==> config.mk <==
export PLATFORM = sky130hd
export DESIGN_NAME = nested_shared_lock_manager_unit
export DESIGN_NICKNAME = d
export VERILOG_FILES = /design/src/hw/rtl/nslm_pkg.sv /design/src/hw/rtl/nslm_front.sv /design/src/hw/rtl/nslm_back.sv /design/src/hw/rtl/nested_shared_lock_manager_unit.sv
export SDC_FILE = /design/constraint.sdc
export NUM_CORES = 1
export LEC_CHECK = 0
export ABC_AREA = 1
export BUFFER_PORTS_ARGS = -buffer_cell sky130_fd_sc_hd__buf_2
export CAP_MARGIN = 10
export CORE_ASPECT_RATIO = 0.7
export CORE_UTILIZATION = 50
export DETAILED_ROUTE_END_ITERATION = 6
export HOLD_SLACK_MARGIN = 0.05
export PLACE_DENSITY = 0.67
export SLEW_MARGIN = 20
export SYNTH_ARGS = -nofsm -noshare
export SYNTH_HDL_FRONTEND = slang
export SYNTH_SLANG_ARGS = --single-unit
==> constraint.sdc <==
create_clock -name i_clk -period 4.15 [get_ports i_clk]
set_input_delay 0.415 -clock i_clk [delete_from_list [all_inputs] [get_ports i_clk]]
set_output_delay 0.415 -clock i_clk [all_outputs]
set_load 0.02 [all_outputs]
==> src/hw/rtl/nslm_pkg.sv <==
// Shared types and codes for the nested shared lock manager.
// Used by nslm_front, nslm_back and the top level; depends on nothing.
`timescale 1ns / 1ps

package nslm_pkg;

    // Request opcodes
    localparam logic [2:0] OP_OBTAIN_EX   = 3'd0;
    localparam logic [2:0] OP_ATTEMPT_EX  = 3'd1;
    localparam logic [2:0] OP_RELEASE     = 3'd2;
    localparam logic [2:0] OP_OBTAIN_SH   = 3'd3;
    localparam logic [2:0] OP_ATTEMPT_SH  = 3'd4;

    // Result status codes
    localparam logic [2:0] ST_GRANTED = 3'd0;
    localparam logic [2:0] ST_QUEUED  = 3'd1;
    localparam logic [2:0] ST_REFUSED = 3'd2;
    localparam logic [2:0] ST_HELD    = 3'd3;
    localparam logic [2:0] ST_FREE    = 3'd4;
    localparam logic [2:0] ST_HANDED  = 3'd5;
    localparam logic [2:0] ST_FULL    = 3'd6;
    localparam logic [2:0] ST_CORRUPT = 3'd7;

    // Lock mode codes
    localparam logic [1:0] LM_FREE      = 2'd0;
    localparam logic [1:0] LM_EXCLUSIVE = 2'd1;
    localparam logic [1:0] LM_SHARED    = 2'd2;

    localparam logic [7:0] NEST_MAX = 8'd255;

    localparam int IN_DATA_W  = 16;
    localparam int OUT_DATA_W = 24;

    typedef enum logic [1:0] {
        K_ACQUIRE = 2'd0,
        K_RELEASE = 2'd1,
        K_BAD     = 2'd2
    } t_kind;

    // Classified request handed from front to back
    typedef struct packed {
        t_kind      kind;
        logic       shared;
        logic       blocking;
        logic [7:0] task_id;
    } t_req;

    // One result transaction
    typedef struct packed {
        logic [7:0] nest_level;
        logic [1:0] lock_mode;
        logic       woken_shared;
        logic [7:0] woken_task;
        logic       woken_valid;
        logic [2:0] status;
    } t_result;

endpackage

==> src/hw/rtl/nslm_front.sv <==
// Front end of the lock manager: decodes each request and queues it.
// Depends on nslm_pkg.
`timescale 1ns / 1ps

module nslm_front
    import nslm_pkg::*;
(
    input  logic       i_clk,
    input  logic       i_rst_n,
    input  logic       i_valid,
    output logic       o_ready,
    input  logic [2:0] i_opcode,
    input  logic [7:0] i_task_id,
    output logic       o_req_valid,
    output t_req       o_req,
    input  logic       i_req_pop
);

    t_req       w_dec;
    t_req       r_q [2];
    logic       r_wp;
    logic       r_rp;
    logic [1:0] r_cnt;
    logic       w_push;
    logic       w_pop;

    always_comb begin
        w_dec.task_id  = i_task_id;
        w_dec.shared   = 1'b0;
        w_dec.blocking = 1'b0;
        w_dec.kind     = K_BAD;
        unique case (i_opcode)
            OP_OBTAIN_EX: begin
                w_dec.kind     = K_ACQUIRE;
                w_dec.blocking = 1'b1;
            end
            OP_ATTEMPT_EX: begin
                w_dec.kind = K_ACQUIRE;
            end
            OP_RELEASE: begin
                w_dec.kind = K_RELEASE;
            end
            OP_OBTAIN_SH: begin
                w_dec.kind     = K_ACQUIRE;
                w_dec.shared   = 1'b1;
                w_dec.blocking = 1'b1;
            end
            OP_ATTEMPT_SH: begin
                w_dec.kind   = K_ACQUIRE;
                w_dec.shared = 1'b1;
            end
            default: begin
                w_dec.kind = K_BAD;
            end
        endcase
    end

    assign o_ready     = (r_cnt != 2'd2);
    assign w_push      = i_valid && o_ready;
    assign o_req_valid = (r_cnt != 2'd0);
    assign w_pop       = i_req_pop && o_req_valid;
    assign o_req       = r_q[r_rp];

    always_ff @(posedge i_clk) begin
        if (w_push) begin
            r_q[r_wp] <= w_dec;
        end
    end

    always_ff @(posedge i_clk) begin
        if (!i_rst_n) begin
            r_wp  <= 1'b0;
            r_rp  <= 1'b0;
            r_cnt <= 2'd0;
        end else begin
            if (w_push) begin
                r_wp <= ~r_wp;
            end
            if (w_pop) begin
                r_rp <= ~r_rp;
            end
            r_cnt <= r_cnt + {1'b0, w_push} - {1'b0, w_pop};
        end
    end

endmodule

==> src/hw/rtl/nslm_back.sv <==
// Back end of the lock manager: lock state, waiter queue memory and result register.
// Depends on nslm_pkg.
`timescale 1ns / 1ps

module nslm_back
    import nslm_pkg::*;
#(
    parameter int WAIT_DEPTH = 16
) (
    input  logic    i_clk,
    input  logic    i_rst_n,
    input  logic    i_req_valid,
    input  t_req    i_req,
    output logic    o_req_pop,
    output logic    o_res_valid,
    output t_result o_res,
    input  logic    i_res_ready
);

    localparam int AW = (WAIT_DEPTH > 1) ? $clog2(WAIT_DEPTH) : 1;
    localparam int FW = $clog2(WAIT_DEPTH + 1);
    localparam logic [FW-1:0] DEPTH_F = FW'(WAIT_DEPTH);
    localparam logic [AW:0]   DEPTH_S = (AW + 1)'(WAIT_DEPTH);
    localparam logic [AW-1:0] LAST_IDX = AW'(WAIT_DEPTH - 1);

    typedef enum logic [1:0] {
        S_EXEC = 2'b01,
        S_WAKE = 2'b10
    } t_state;

    t_state        r_state, n_state;
    logic [7:0]    r_owner_task, n_owner_task;
    logic          r_owner_valid, n_owner_valid;
    logic          r_shared_mode, n_shared_mode;
    logic [7:0]    r_nest, n_nest;
    logic [AW-1:0] r_head, n_head;
    logic [FW-1:0] r_fill, n_fill;
    logic          r_out_valid, n_out_valid;
    t_result       r_out, n_out;

    logic [8:0]    r_mem [WAIT_DEPTH];
    logic [8:0]    r_rd_data;
    logic          w_push;
    logic [8:0]    w_push_data;
    logic [AW:0]   w_tail_sum;
    logic [AW:0]   w_tail_wrap;
    logic [AW-1:0] w_tail;
    logic          w_out_free;

    assign w_out_free  = !r_out_valid || i_res_ready;
    assign w_tail_sum  = {1'b0, r_head} + (AW + 1)'(r_fill);
    assign w_tail_wrap = (w_tail_sum >= DEPTH_S) ? (w_tail_sum - DEPTH_S) : w_tail_sum;
    assign w_tail      = w_tail_wrap[AW-1:0];
    assign w_push_data = {i_req.shared, i_req.task_id};

    always_comb begin
        n_state       = r_state;
        n_owner_task  = r_owner_task;
        n_owner_valid = r_owner_valid;
        n_shared_mode = r_shared_mode;
        n_nest        = r_nest;
        n_head        = r_head;
        n_fill        = r_fill;
        n_out_valid   = r_out_valid && !i_res_ready;
        n_out         = r_out;
        o_req_pop     = 1'b0;
        w_push        = 1'b0;

        unique case (r_state)
            S_EXEC: begin
                if (i_req_valid && w_out_free) begin
                    o_req_pop         = 1'b1;
                    n_out_valid       = 1'b1;
                    n_out.woken_valid  = 1'b0;
                    n_out.woken_task   = 8'd0;
                    n_out.woken_shared = 1'b0;
                    n_out.status       = ST_REFUSED;
                    unique case (i_req.kind)
                        K_ACQUIRE: begin
                            if (r_nest == 8'd0) begin
                                n_shared_mode = i_req.shared;
                                n_owner_valid = !i_req.shared;
                                n_owner_task  = i_req.shared ? 8'd0 : i_req.task_id;
                                n_nest        = 8'd1;
                                n_out.status  = ST_GRANTED;
                            end else if ((r_owner_valid && r_owner_task == i_req.task_id) ||
                                         (i_req.shared && !r_owner_valid)) begin
                                if (r_nest != NEST_MAX) begin
                                    n_nest = r_nest + 8'd1;
                                end
                                n_out.status = ST_GRANTED;
                            end else if (!i_req.blocking) begin
                                n_out.status = ST_REFUSED;
                            end else if (r_fill == DEPTH_F) begin
                                n_out.status = ST_FULL;
                            end else begin
                                w_push       = 1'b1;
                                n_fill       = r_fill + FW'(1);
                                n_out.status = ST_QUEUED;
                            end
                        end
                        K_RELEASE: begin
                            if (r_nest == 8'd0) begin
                                n_out.status = ST_CORRUPT;
                            end else if (r_nest != 8'd1) begin
                                n_nest       = r_nest - 8'd1;
                                n_out.status = ST_HELD;
                            end else if (r_fill != '0) begin
                                // Go to S_WAKE for the registered head entry read
                                n_out_valid = r_out_valid && !i_res_ready;
                                n_out       = r_out;
                                n_state     = S_WAKE;
                            end else begin
                                n_owner_task  = 8'd0;
                                n_owner_valid = 1'b0;
                                n_shared_mode = 1'b0;
                                n_nest        = 8'd0;
                                n_out.status  = ST_FREE;
                            end
                        end
                        default: begin
                            n_out.status = ST_REFUSED;
                        end
                    endcase
                    n_out.nest_level = n_nest;
                    n_out.lock_mode  = (n_nest == 8'd0) ? LM_FREE :
                                       (n_shared_mode ? LM_SHARED : LM_EXCLUSIVE);
                end
            end
            S_WAKE: begin
                if (w_out_free) begin
                    n_shared_mode      = r_rd_data[8];
                    n_owner_valid      = !r_rd_data[8];
                    n_owner_task       = r_rd_data[8] ? 8'd0 : r_rd_data[7:0];
                    n_nest             = 8'd1;
                    n_head             = (r_head == LAST_IDX) ? '0 : r_head + AW'(1);
                    n_fill             = r_fill - FW'(1);
                    n_out_valid        = 1'b1;
                    n_out.status       = ST_HANDED;
                    n_out.woken_valid  = 1'b1;
                    n_out.woken_task   = r_rd_data[7:0];
                    n_out.woken_shared = r_rd_data[8];
                    n_out.nest_level   = 8'd1;
                    n_out.lock_mode    = r_rd_data[8] ? LM_SHARED : LM_EXCLUSIVE;
                    n_state            = S_EXEC;
                end
            end
            default: begin
                n_state = S_EXEC;
            end
        endcase
    end

    always_ff @(posedge i_clk) begin
        if (w_push) begin
            r_mem[w_tail] <= w_push_data;
        end
        r_rd_data <= r_mem[r_head];
    end

    always_ff @(posedge i_clk) begin
        r_out <= n_out;
    end

    always_ff @(posedge i_clk) begin
        if (!i_rst_n) begin
            r_state       <= S_EXEC;
            r_owner_task  <= 8'd0;
            r_owner_valid <= 1'b0;
            r_shared_mode <= 1'b0;
            r_nest        <= 8'd0;
            r_head        <= '0;
            r_fill        <= '0;
            r_out_valid   <= 1'b0;
        end else begin
            r_state       <= n_state;
            r_owner_task  <= n_owner_task;
            r_owner_valid <= n_owner_valid;
            r_shared_mode <= n_shared_mode;
            r_nest        <= n_nest;
            r_head        <= n_head;
            r_fill        <= n_fill;
            r_out_valid   <= n_out_valid;
        end
    end

    assign o_res_valid = r_out_valid;
    assign o_res       = r_out;

endmodule

==> src/hw/rtl/nested_shared_lock_manager_unit.sv <==
// Top level of the nested shared lock manager: stream ports, front decode queue, back executor.
// Depends on nslm_pkg, nslm_front and nslm_back.
// Flow: a request is registered in the front queue, then the back end applies it and registers the
//   result; a release that hands the lock to a waiter also passes through S_WAKE for the waiter memory read.
// Rate: one request per cycle unless the result stream stalls or a handing release is in S_WAKE.
// Reset: synchronous, active low; clears the lock and queue pointers, not the waiter memory.
`timescale 1ns / 1ps

module nested_shared_lock_manager_unit
    import nslm_pkg::*;
#(
    parameter int WAIT_DEPTH = 16
) (
    input  logic                  i_clk,
    input  logic                  i_rst_n,
    input  logic                  i_s_axis_tvalid,
    output logic                  o_s_axis_tready,
    // [2:0] opcode, [10:3] task_id, [15:11] zero
    input  logic [IN_DATA_W-1:0]  i_s_axis_tdata,
    output logic                  o_m_axis_tvalid,
    input  logic                  i_m_axis_tready,
    // [2:0] status, [3] woken_valid, [11:4] woken_task, [12] woken_shared,
    // [14:13] lock_mode, [22:15] nest_level, [23] zero
    output logic [OUT_DATA_W-1:0] o_m_axis_tdata
);

    logic    w_req_valid;
    t_req    w_req;
    logic    w_req_pop;
    t_result w_res;

    // Decode each request transaction and hold it in a short queue
    nslm_front u_front (
        .i_clk       (i_clk),
        .i_rst_n     (i_rst_n),
        .i_valid     (i_s_axis_tvalid),
        .o_ready     (o_s_axis_tready),
        .i_opcode    (i_s_axis_tdata[2:0]),
        .i_task_id   (i_s_axis_tdata[10:3]),
        .o_req_valid (w_req_valid),
        .o_req       (w_req),
        .i_req_pop   (w_req_pop)
    );

    // Apply requests to the lock state and register the result
    nslm_back #(
        .WAIT_DEPTH (WAIT_DEPTH)
    ) u_back (
        .i_clk       (i_clk),
        .i_rst_n     (i_rst_n),
        .i_req_valid (w_req_valid),
        .i_req       (w_req),
        .o_req_pop   (w_req_pop),
        .o_res_valid (o_m_axis_tvalid),
        .o_res       (w_res),
        .i_res_ready (i_m_axis_tready)
    );

    // Pack the result, zero fill to whole bytes
    assign o_m_axis_tdata = {1'b0, w_res};

endmodule

Yosys cells after proc, flatten, opt, wreduce, memory -nomap -nowiden:

Memory sizes are Yosys's and may differ from the RTL's. A register that Yosys moved wholly into a read port is not among the register bits.
Index checks and enable logic that the tools add are counted.

* register bits: 57
* bits in writable memories: 168
* input port bits: 20
* output and inout port bits: 26
* word-level logic and storage cells: 189
* memories kept: 2

* add/sub/neg operators: 9
* $lt $le $gt $ge: 1
* eq/ne operators: 29
* muxes and demuxes: 100
* bitwise gates (word level): 2
* reductions and logical operators: 29

Memories
* u_back.r_mem: depth 16, width 9, read ports 1, clocked after Yosys merged registers in 1, wr ports 1, line nslm_back.sv:41 `logic [8:0] r_mem [WAIT_DEPTH];`
* u_front.r_q: depth 2, width 12, read ports 1, clocked after Yosys merged registers in 1, wr ports 1, line nslm_front.sv:20 `t_req r_q [2];`

Operator list (count)
* two-way mux 8 bit: 18
* one-hot mux 8 bit (2 select lines): 4
* two-way mux 23 bit: 2
* one-hot mux 23 bit (2 select lines): 1
* two-way mux 10 bit: 4
* two-way mux 1 bit: 37
* two-way mux 5 bit: 7
* two-way mux 3 bit: 7
* two-way mux 2 bit: 9
* logical NOT 8 bit: 2
* AND reduction 8 bit: 2
* inequality test 2 bit, second input constant: 7
* inequality test 3 bit, second input constant: 4
* one-hot mux 1 bit (2 select lines): 5
* one-hot mux 5 bit (2 select lines): 1
* adder 8 x 1 -> 8 bit, second input constant: 1
* == test 8 bit: 1
* two-way mux 4 bit: 2
* inequality test 2 x 1 -> 1 bit, second input constant: 4
* inequality test 8 x 1 -> 1 bit, second input constant: 1
* inequality test 8 bit, second input constant: 1
* one-hot mux 2 bit (2 select lines): 2
* subtractor 8 x 1 -> 8 bit, second input constant: 1
* == test 3 x 2 -> 1 bit, second input constant: 2
* 31 further kinds: 45

Longest topological paths before layout:

Gate-level depths: netlist (run 1).

* depth in word-level cells: 12
* depth in mapped cells: 21
* gate-level depth less buffers: 19

Hierarchy:

Synthesis (run 1) repeated with hierarchy kept, for this count alone.

* cells, all modules: 986
* area total of the unflattened synthesis: 10561.4 µm²

Modules (own cells, without submodules)
* nslm_back: times used 1, cells each 902, area each 9355.2 µm², sequential area each 5795.6 µm²
* nslm_front: times used 1, cells each 82, area each 1194.9 µm², sequential area each 820.8 µm²
* nested_shared_lock_manager_unit: times used 1, cells each 2, area each 11.3 µm², sequential area each 0.0 µm²

Worst setup path before layout (run 1):

No wires, ideal clock.

* path kind: reg2reg
* start point: register with a tool-made name
* end point: memory u_back.r_mem[11][0] (enable)
* setup time: 0.387 ns
* arrival time: 2.424 ns
* data required time: 3.763 ns
* path slack: 1.340 ns
* stages on the path, launching flop included: 15
* buffers on the path: 1
* period minus slack after synthesis: 2.810 ns
* cell sequence: dfxtp_1 buf_6 inv_6 nand2_1 nand2_1 inv_1 o21ai_1 nor2_2 nand3_4 nand2_4 nor2_4 nand3_4 nor2_4 nand3_1 nor3_1

RTL lines (line)
* end, declared: nslm_back.sv:41

==> summary.md, run 1 <==
| Metric | Value |
|---|---|
| Setup TNS | 0 ns |
| CTS root buf | clkbuf_16 |
| CP cell instances | nand2_1, nand2_1, inv_1, o21ai_1, nor2_2, nand3_4, nand2_4, nor2_4, nand3_4, nor2_4, nand3_1, nor3_1, buf_4 |
| Placed insts | 1,304 |
| Startpoint Class | flop |
| Power Density | 634 nW/um^2 |
| Detailed Route Iter0 Violations | 691 |
| CTS resizes | 0 |
| Syn Nets | 1,039 |
| # diodes | 0 |
| Post-synth EDFFs | 191 |
| Clock transition at the registers of the reported paths | 0.07 ns |
| Final hold vios | 0 |
| CTS Hold Buffers Added | 0 |
| Sequential area share after synthesis | 0.628 |
| Ys async rst share | 0 |
| Num rows | 44 |
| Skew-Pair Late Insertion Delay | 0.52 ns |
| First-pass GRT wire length | 36,300 microns |
| Maximum VDD drop | 351 uV |
| Setup violators final | 0 |
| Slowest cell on the critical path | dfxtp_1 |
| Clock Tree Buf Depth | 3 |
| Synth Warn # | 0 |
| Worst Min Path Start | i_s_axis_tdata[6] |
| Post-synth top area share | 0.544 |
| Die W | 176 microns |
| Period utilization | 0.764 |
| Netlist cell types | 52 |
| Gr usage total | 0.221 |
| RePlAce Congestion | 0.938 |
| CTS tree | done |
| Total setup buffers inserted after CTS | 0 |
| Routed Antenna Nets | 0 |
| Routed WL | 23,500 microns |
| Slew headroom | 0.470 |
| Synth cell count leaders | 191 x edfxtp_1, 152 x nand2_1, 142 x nor2_1 |
| Via count | 7,411 |
| Final global-route overflow total | 0 |
| Post-synth top area cell | edfxtp_1 |
| Max-slew violations | 0 |
| Fmax | 315 MHz |
| CTS H-tree lvls | 1 |
| RSZ-0062 raised after global routing | false |
| Area growth syn-to-layout | 12.7% |
| Register area | 6620 sq um |
| Status | finished, violations left |
| Initial Utilization | 0.509 |
| Number of fill cells | 1,766 |
| WP data required | 4.36 ns |
| Type of the worst setup path | flop to flop |
| Crit-path max cell delay | 0.60 ns |
| Dpl hpwl | 15,600 microns |
| Ys flop type | edfxtp_1 |
| Maximum capacitance violations | 0 |
| DR vias/cell | 5.51 |
| CP Capture Type | flop |
| Nets@finish | 1,090 |
| Cells after Synth | 1,002 |
| Wire per inst | 17.5 microns |
| Drc violations | 7 |
| IO Port Bufs | 39 |
| Largest net degree at the start of global routing | 54 |
| Yosys reg bits | 235 |
| Finished Layout Cells | 1,346 |
| Full die area | 21,700 sq um |
| Ranking of synthesized cells by area | edfxtp_1 54%, dfxtp_1 8.4%, nand2_1 5.4% |
| Drt pass-1 iters | 7 |
| Min-delay worst type | primary input to flop |
| P_leak | 4.54 nW |
| Count leader, synth | edfxtp_1 |
| Post-synthesis cell area | 10,500 sq um |
| Initial antenna violation count | 0 |
| Mean Syn Cell Area | 10.5 sq um |
| Vias in the first global route | 6,640 |
| Layout cells sized above 1 | 0.130 |
| CP max FO | 17 |
| Core Region | 20,700 sq um |
| Ports | 46 |
| # clock sinks | 235 |
| Data arrival, critical path | 3.38 ns |
| Worst Tran Pin Value | 0.793 ns |
| CTS Buf Count | 23 |
| Minimum clock period | 3.17 ns |
| Area taken by multi-input logic gates | 3340 sq um |
| Failing checks | DRC |
| Die Height | 123 microns |
| Setup Skew | 0.0262 ns |
| Post-layout util | 0.574 |
==> power breakdown <==
| part | total (mW) | switching (mW) | internal (mW) |
|---|---|---|---|
| logic | 2.19 | 1.56 | 0.632 |
| registers | 3.22 | 0.172 | 3.05 |
| clock network | 2.11 | 0.857 | 1.26 |
==> per-layer routing <==
layer / routed length, microns / track usage / part of all wire
met5: 0 / 0 / 0
met4: 334 / 0.0424 / 0.014
met3: 1760 / 0.0317 / 0.075
met2: 9760 / 0.314 / 0.42
met1: 11600 / 0.356 / 0.50
==> flip-flops by register name (all words and copies together), names as in the netlist, named ones only <==
name / flops
u_back.r_mem: 144
u_front.r_q: 24
u_back.o_res: 23
u_back.r_rd_data: 9
u_back.r_nest: 8
u_back.r_owner_task: 8
u_back.r_fill: 5
u_back.r_head: 4
u_back.r_state: 2
u_front.r_cnt: 2
u_back.o_res_valid: 1
u_back.r_owner_valid: 1
u_back.r_shared_mode: 1
u_front.r_rp: 1
u_front.r_wp: 1
==> metrics by stage <==
stage,setup slack [ns],hold WS [ns],power (mW),instance area [sq um]
after global routing,0.749,0.0687,7.93,11900
final,0.978,0.0779,7.52,11900
after CTS,0.983,0.0584,7.54,11900
after floorplan,1.34,0.438,4.78,10500
after global placement,1.05,0.456,5.39,11100
after detailed placement,1.01,0.466,5.43,11100
==> cell usage in the layout (no fill, tap or decap), drive strengths merged, types with 33 or more instances in the layout <==
cell type,netlist,routed
nand2,160,160
inv,101,102
edfxtp,191,191
nor2,155,155
nand3,63,63
clkbuf,31,33
a21oi,36,36
dfxtp,44,44
o21ai,80,80
buf,10,67
==> cell families (layout without fill, tap and decap cells) <==
group | count (synthesis) | after routing | share of synthesized area
buffers and inverters | 146 | 214 | 0.0558
flip-flops | 235 | 235 | 0.628
adder cells (fa/ha/maj) | 17 | 17 | 0.0216
multiplexers | 16 | 16 | 0.0152
other | 1 | 1 | 0.000356
AND/OR/NAND/NOR | 401 | 401 | 0.166
AO/OA/AOI/OAI | 171 | 171 | 0.100
XOR/XNOR | 15 | 15 | 0.0125
==> path summary, 6_finish.rpt <==
check                                 to  slack (ns)  cells past startpoint
setup / recovery      u_back.r_mem[7][4]        0.98                     13
hold / removal         u_front.r_q[0][3]        0.08                      1
setup reg to reg      u_back.r_mem[7][4]        0.98                     13
hold reg to reg   u_back.r_owner_task[5]        0.48                      2
==> critical path, delay by kind of cell (launching register included) <==
family	cells	cell delay (ns)
buffers and inverters	2	0.35
AND/OR/NAND/NOR	10	1.73
flip-flops	1	0.60
AO/OA/AOI/OAI	1	0.17
==> cell type report <==
type | instances | area share
clock inverters | 9 | 0.0112
repair buffers | 67 | 0.0341
multi-input cells | 621 | 0.281
flip-flops and latches | 235 | 0.558
inverters | 105 | 0.0336
well taps | 276 | 0.0291
clock buffers | 33 | 0.0533
(Power assumes the default switching activity.)
==> inputs of run 2 (changes only) <==
- clock period: 4.15 -> 3.25 ns (I/O delays scaled with it)
==> summary.md, run 2 (same netlist as run 1, synthesis figures left out) <==
| Metric | Value |
|---|---|
| Nets@finish | 1,102 |
| Max reg flops | 144 |
| Slew headroom | 0.344 |
| RSZ-0062 raised after global routing | false |
| Wire per inst | 17.1 microns |
| Startpoint Class | flop |
| CP max FO | 14 |
| CTS Buf Count | 22 |
| CTS root buf | clkbuf_16 |
| Vias in the first global route | 6,655 |
| Detailed Route Iter0 Violations | 682 |
| Initial antenna violation count | 0 |
| Gr busiest metal | met1 |
| P_leak | 4.55 nW |
| CTS resizes | 0 |
| Clock transition at the registers of the reported paths | 0.07 ns |
| Gr usage total | 0.220 |
| Full die area | 21,700 sq um |
| Placement Cell Area | 11,100 sq um |
| RePlAce Congestion | 0.884 |
| Leading cell type in the layout, fill and taps excluded | edfxtp_1 |
| First-pass GRT wire length | 36,300 microns |
| Minimum clock period | 2.91 ns |
| IO Port Bufs | 39 |
| Num rows | 44 |
| Data arrival, critical path | 3.12 ns |
| Reg with most FFs | u_back.r_mem |
| Routed Antenna Nets | 0 |
| Routed WL | 23,300 microns |
| Finished Layout Cells | 1,358 |
| Final global-route overflow total | 0 |
| Maximum capacitance violations | 0 |
| Initial Utilization | 0.509 |
| CP Capture Type | flop |
| Via count | 7,402 |
| Setup Skew | 0.0258 ns |
| Non-Filler Cell Area, Final | 11,900 sq um |
| Maximum VDD drop | 566 uV |
| Die Height | 123 microns |
| Layout cells sized above 1 | 0.129 |
| Drc violations | 0 |
| CTS Hold Buffers Added | 8 |
| Worst Tran Pin Value | 0.980 ns |
| Min-delay worst type | primary input to flop |
| Ports | 46 |
| # clock sinks | 235 |
| Fmax | 343 MHz |
| Setup TNS | 0 ns |
| CTS H-tree lvls | 1 |
| Type of the worst setup path | flop to flop |
| Drt pass-1 iters | 7 |
| Power Density | 785 nW/um^2 |
| Met3 Usage GRT | 0.0329 |
| Total setup buffers inserted after CTS | 0 |
| Clock Tree Buf Depth | 3 |
| Max-slew violations | 0 |
| Core Region | 20,700 sq um |
| Placed insts | 1,309 |
| CTS tree | done |
| Setup violators final | 0 |
| Final hold vios | 0 |
| Skew-Pair Late Insertion Delay | 0.52 ns |
| Met1 usage in global routing | 0.353 |
| Largest net degree at the start of global routing | 59 |
| Final Power | 9.33 mW |
| Commonest cells after routing, fill and taps aside | 191 x edfxtp_1, 152 x nand2_1, 141 x nor2_1 |
| Period utilization | 0.897 |
| Dpl hpwl | 15,400 microns |
| WP data required | 3.45 ns |
| Die W | 176 microns |
| Status | completed |
| DR vias/cell | 5.45 |
| Area growth syn-to-layout | 12.8% |
| Met2 usage | 0.313 |
-- run 2: changes by cell type in the layout (fill, tap and decap cells not counted), sizes merged --
cell and delta:
inv -2, diode +1, dlygate4sd3 +8, clkinv +7
buf +5, clkinvlp -1, bufinv -2, clkbuf -4
-- run 2: worst paths after layout --
kind | slack [ns] | cells after the start | endpoint | from
setup / recovery | 0.34 | 12 | u_back.r_mem[7][3] | flop
hold / removal | 0.13 | 2 | u_front.r_q[1][10] | i_s_axis_tdata[0]
setup reg to reg | 0.34 | 12 | u_back.r_mem[7][3] | flop
hold reg to reg | 0.47 | 2 | u_back.r_owner_task[5] | u_back.r_owner_task[5]
-- run 2: where the power goes --
group / internal (mW) / total [mW] / switching [mW]
Sequential: 3.89 / 4.11 / 0.220
Combinational: 0.833 / 2.81 / 1.98
Clock: 1.33 / 2.41 / 1.07
Total: 6.06 / 9.33 / 3.27
-- run 2: worst max-delay path: stages (launching register included) --
cell and delay (ns):
dfxtp_1 0.61, inv_6 0.12, or2_4 0.26, nand2_4 0.12
inv_2 0.15, nor3_2 0.22, inv_2 0.08, nor2_4 0.15
nand3_4 0.12, nor2_4 0.17, nand3_1 0.17, nor3_1 0.19
buf_4 0.22
-- run 2: stage by stage --
step	setup WS, ns	hold slack [ns]	util
floorplan	0.440	0.424	-
global placement	0.434	0.455	0.538
detailed placement	0.406	0.465	0.538
CTS	0.349	0.112	0.574
global route	0.116	0.143	0.574
finish	0.336	0.126	0.574
-- run 2: final cells by class --
| cell class | count | area, sq um |
|---|---|---|
| Fill cell | 1777 | 8810 |
| Timing Repair Buffer | 80 | 523 |
| Inverter | 105 | 399 |
| Antenna cell | 1 | 2.50 |
| Multi-Input combinational cell | 621 | 3330 |
| Clock buffer | 29 | 577 |
| Tap cell | 276 | 345 |
| Clock inverter | 11 | 86.3 |
| Sequential cell | 235 | 6620 |
-- run 2: per-layer routing --
layer,vias to the layer above,part of all wire
li1,3610,-
met1,3565,0.50
met2,197,0.41
met3,30,0.066
met4,0,0.017
met5,-,0
==> inputs of run 3 (changes only) <==
- RECOVER_POWER: default -> 50
==> summary.md, run 3 (same netlist as run 1, synthesis figures left out) <==
| Metric | Value |
|---|---|
| Ports | 46 |
| CTS root buf | clkbuf_16 |
| Area growth syn-to-layout | 12.1% |
| CTS tree | done |
| Period utilization | 0.895 |
| WP data required | 3.45 ns |
| Vias in the first global route | 6,655 |
| IO Port Bufs | 39 |
| Worst Tran Pin Value | 1.12 ns |
| CTS H-tree lvls | 1 |
| Setup Skew | 0.0240 ns |
| # clock sinks | 235 |
| Die Height | 123 microns |
| Max reg flops | 144 |
| Maximum capacitance violations | 0 |
| Commonest cells after routing, fill and taps aside | 191 x edfxtp_1, 154 x nand2_1, 142 x nor2_1 |
| Routed WL | 23,300 microns |
| Routed Antenna Nets | 0 |
| Leading cell type in the layout, fill and taps excluded | edfxtp_1 |
| CTS Buf Count | 22 |
| Detailed Route Iter0 Violations | 666 |
| Clock network power share | 0.259 |
| Min-delay worst type | primary input to flop |
| Power Density | 784 nW/um^2 |
| Num rows | 44 |
| Full die area | 21,700 sq um |
| Minimum clock period | 2.91 ns |
| Fmax | 344 MHz |
| Status | completed |
| DR vias/cell | 5.46 |
| Total setup buffers inserted after CTS | 0 |
| Layout cells sized above 1 | 0.0888 |
| Sw frac | 0.352 |
| Final hold vios | 0 |
| Largest net degree at the start of global routing | 59 |
| P_leak | 4.43 nW |
| Via count | 7,415 |
| Drt pass-1 iters | 5 |
| Die W | 176 microns |
| Skew-Pair Late Insertion Delay | 0.52 ns |
| RePlAce Congestion | 0.884 |
| Reg with most FFs | u_back.r_mem |
| Slew headroom | 0.250 |
| First-pass GRT wire length | 36,300 microns |
| Setup violators final | 0 |
| Data arrival, critical path | 3.11 ns |
| RSZ-0062 raised after global routing | false |
| Dpl hpwl | 15,400 microns |
| Nets@finish | 1,102 |
| Seq pwr share | 0.445 |
| Worst hold margin | 0.132 ns |
| Max-slew violations | 0 |
| Core Region | 20,700 sq um |
| Drc violations | 0 |
| Post-layout util | 0.571 |
| Net switching power | 3.26 mW |
| CP max FO | 14 |
| Startpoint Class | flop |
| Final global-route overflow total | 0 |
| Wire per inst | 17.2 microns |
| Clock transition at the registers of the reported paths | 0.07 ns |
| Setup TNS | 0 ns |
| Combinational fraction of design power | 0.296 |
| CP Capture Type | flop |
| Type of the worst setup path | flop to flop |
| Maximum VDD drop | 563 uV |
| Gr usage total | 0.220 |
| Internal power | 6.00 mW |
| Initial Utilization | 0.509 |
| Initial antenna violation count | 0 |
| Clock Tree Buf Depth | 3 |
run 3: changes by cell type in the layout (fill, tap and decap cells not counted):
| cell | delta |
|---|---|
| clkbuf_1 | +39 |
| buf_2 | -35 |
| buf_4 | -5 |
| nand2_1 | +2 |
| nand2_2 | -2 |
| and2_0 | +1 |
| and2_4 | -1 |
| clkbuf_2 | +1 |
| nor2_1 | +1 |
| nor2_2 | -1 |
| o21ai_0 | +1 |
| o21ai_1 | -1 |
run 3: final cells by class:
type	count	area, sq um
inverters	105	399
repair buffers	80	462
fillers	1803	8880
diodes	1	2.50
clock inverters	11	86.3
clock buffers	29	577
well taps	276	345
multi-input cells	621	3320
flip-flops and latches	235	6620
run 3: metrics by stage:
stage	setup WS, ns	area [sq um]	power, mW	cells
global route	0.126	11800	9.79	1357
finish	0.341	11800	9.26	1358
CTS	0.349	11900	9.35	1357
floorplan	0.440	10500	6.11	1002
global placement	0.434	11100	6.90	1309
detailed placement	0.406	11100	6.93	1309
run 3: final timing paths:
kind / end / cells after the start / from / slack (ns)
setup / recovery: u_back.r_mem[3][6] / 12 / flop / 0.34
hold / removal: u_front.r_q[1][10] / 2 / i_s_axis_tdata[0] / 0.13
setup reg to reg: u_back.r_mem[3][6] / 12 / flop / 0.34
hold reg to reg: u_back.r_owner_task[5] / 2 / u_back.r_owner_task[5] / 0.47
run 3: critical path, cell delays in order (launching register included):
cell and delay (ns):
dfxtp_1 0.60, inv_6 0.12, or2_4 0.26, nand2_4 0.12
inv_2 0.15, nor3_2 0.22, inv_2 0.08, nor2_4 0.15
nand3_4 0.11, nor2_4 0.17, nand3_1 0.16, nor3_1 0.20
buf_4 0.23
run 3: power by group through the flow:
stage | Combinational (mW) | Clock [mW] | Sequential [mW]
3_5_place_dp | 2.77 | 0 | 4.17
4_1_cts | 2.79 | 2.45 | 4.11
2_1_floorplan | 1.82 | 0 | 4.29
5_1_grt | 3.08 | 2.55 | 4.16
3_3_place_gp | 2.73 | 0 | 4.17
6_report | 2.74 | 2.40 | 4.12
run 3: timing repair:
item                                    CTS  global route
resized for setup                         0             0
endpoints found under the setup margin    0             0
hold buffers                              8             0
endpoints found under the hold margin    16             0
run 3: metal layers:
| metal | part of all wire | vias to the layer above | global-route usage |
|---|---|---|---|
| met2 | 0.41 | 221 | 0.313 |
| met3 | 0.071 | 30 | 0.0329 |
| li1 | - | 3610 | - |
| met5 | 0 | - | 0 |
| met4 | 0.018 | 0 | 0.0505 |
| met1 | 0.50 | 3554 | 0.353 |
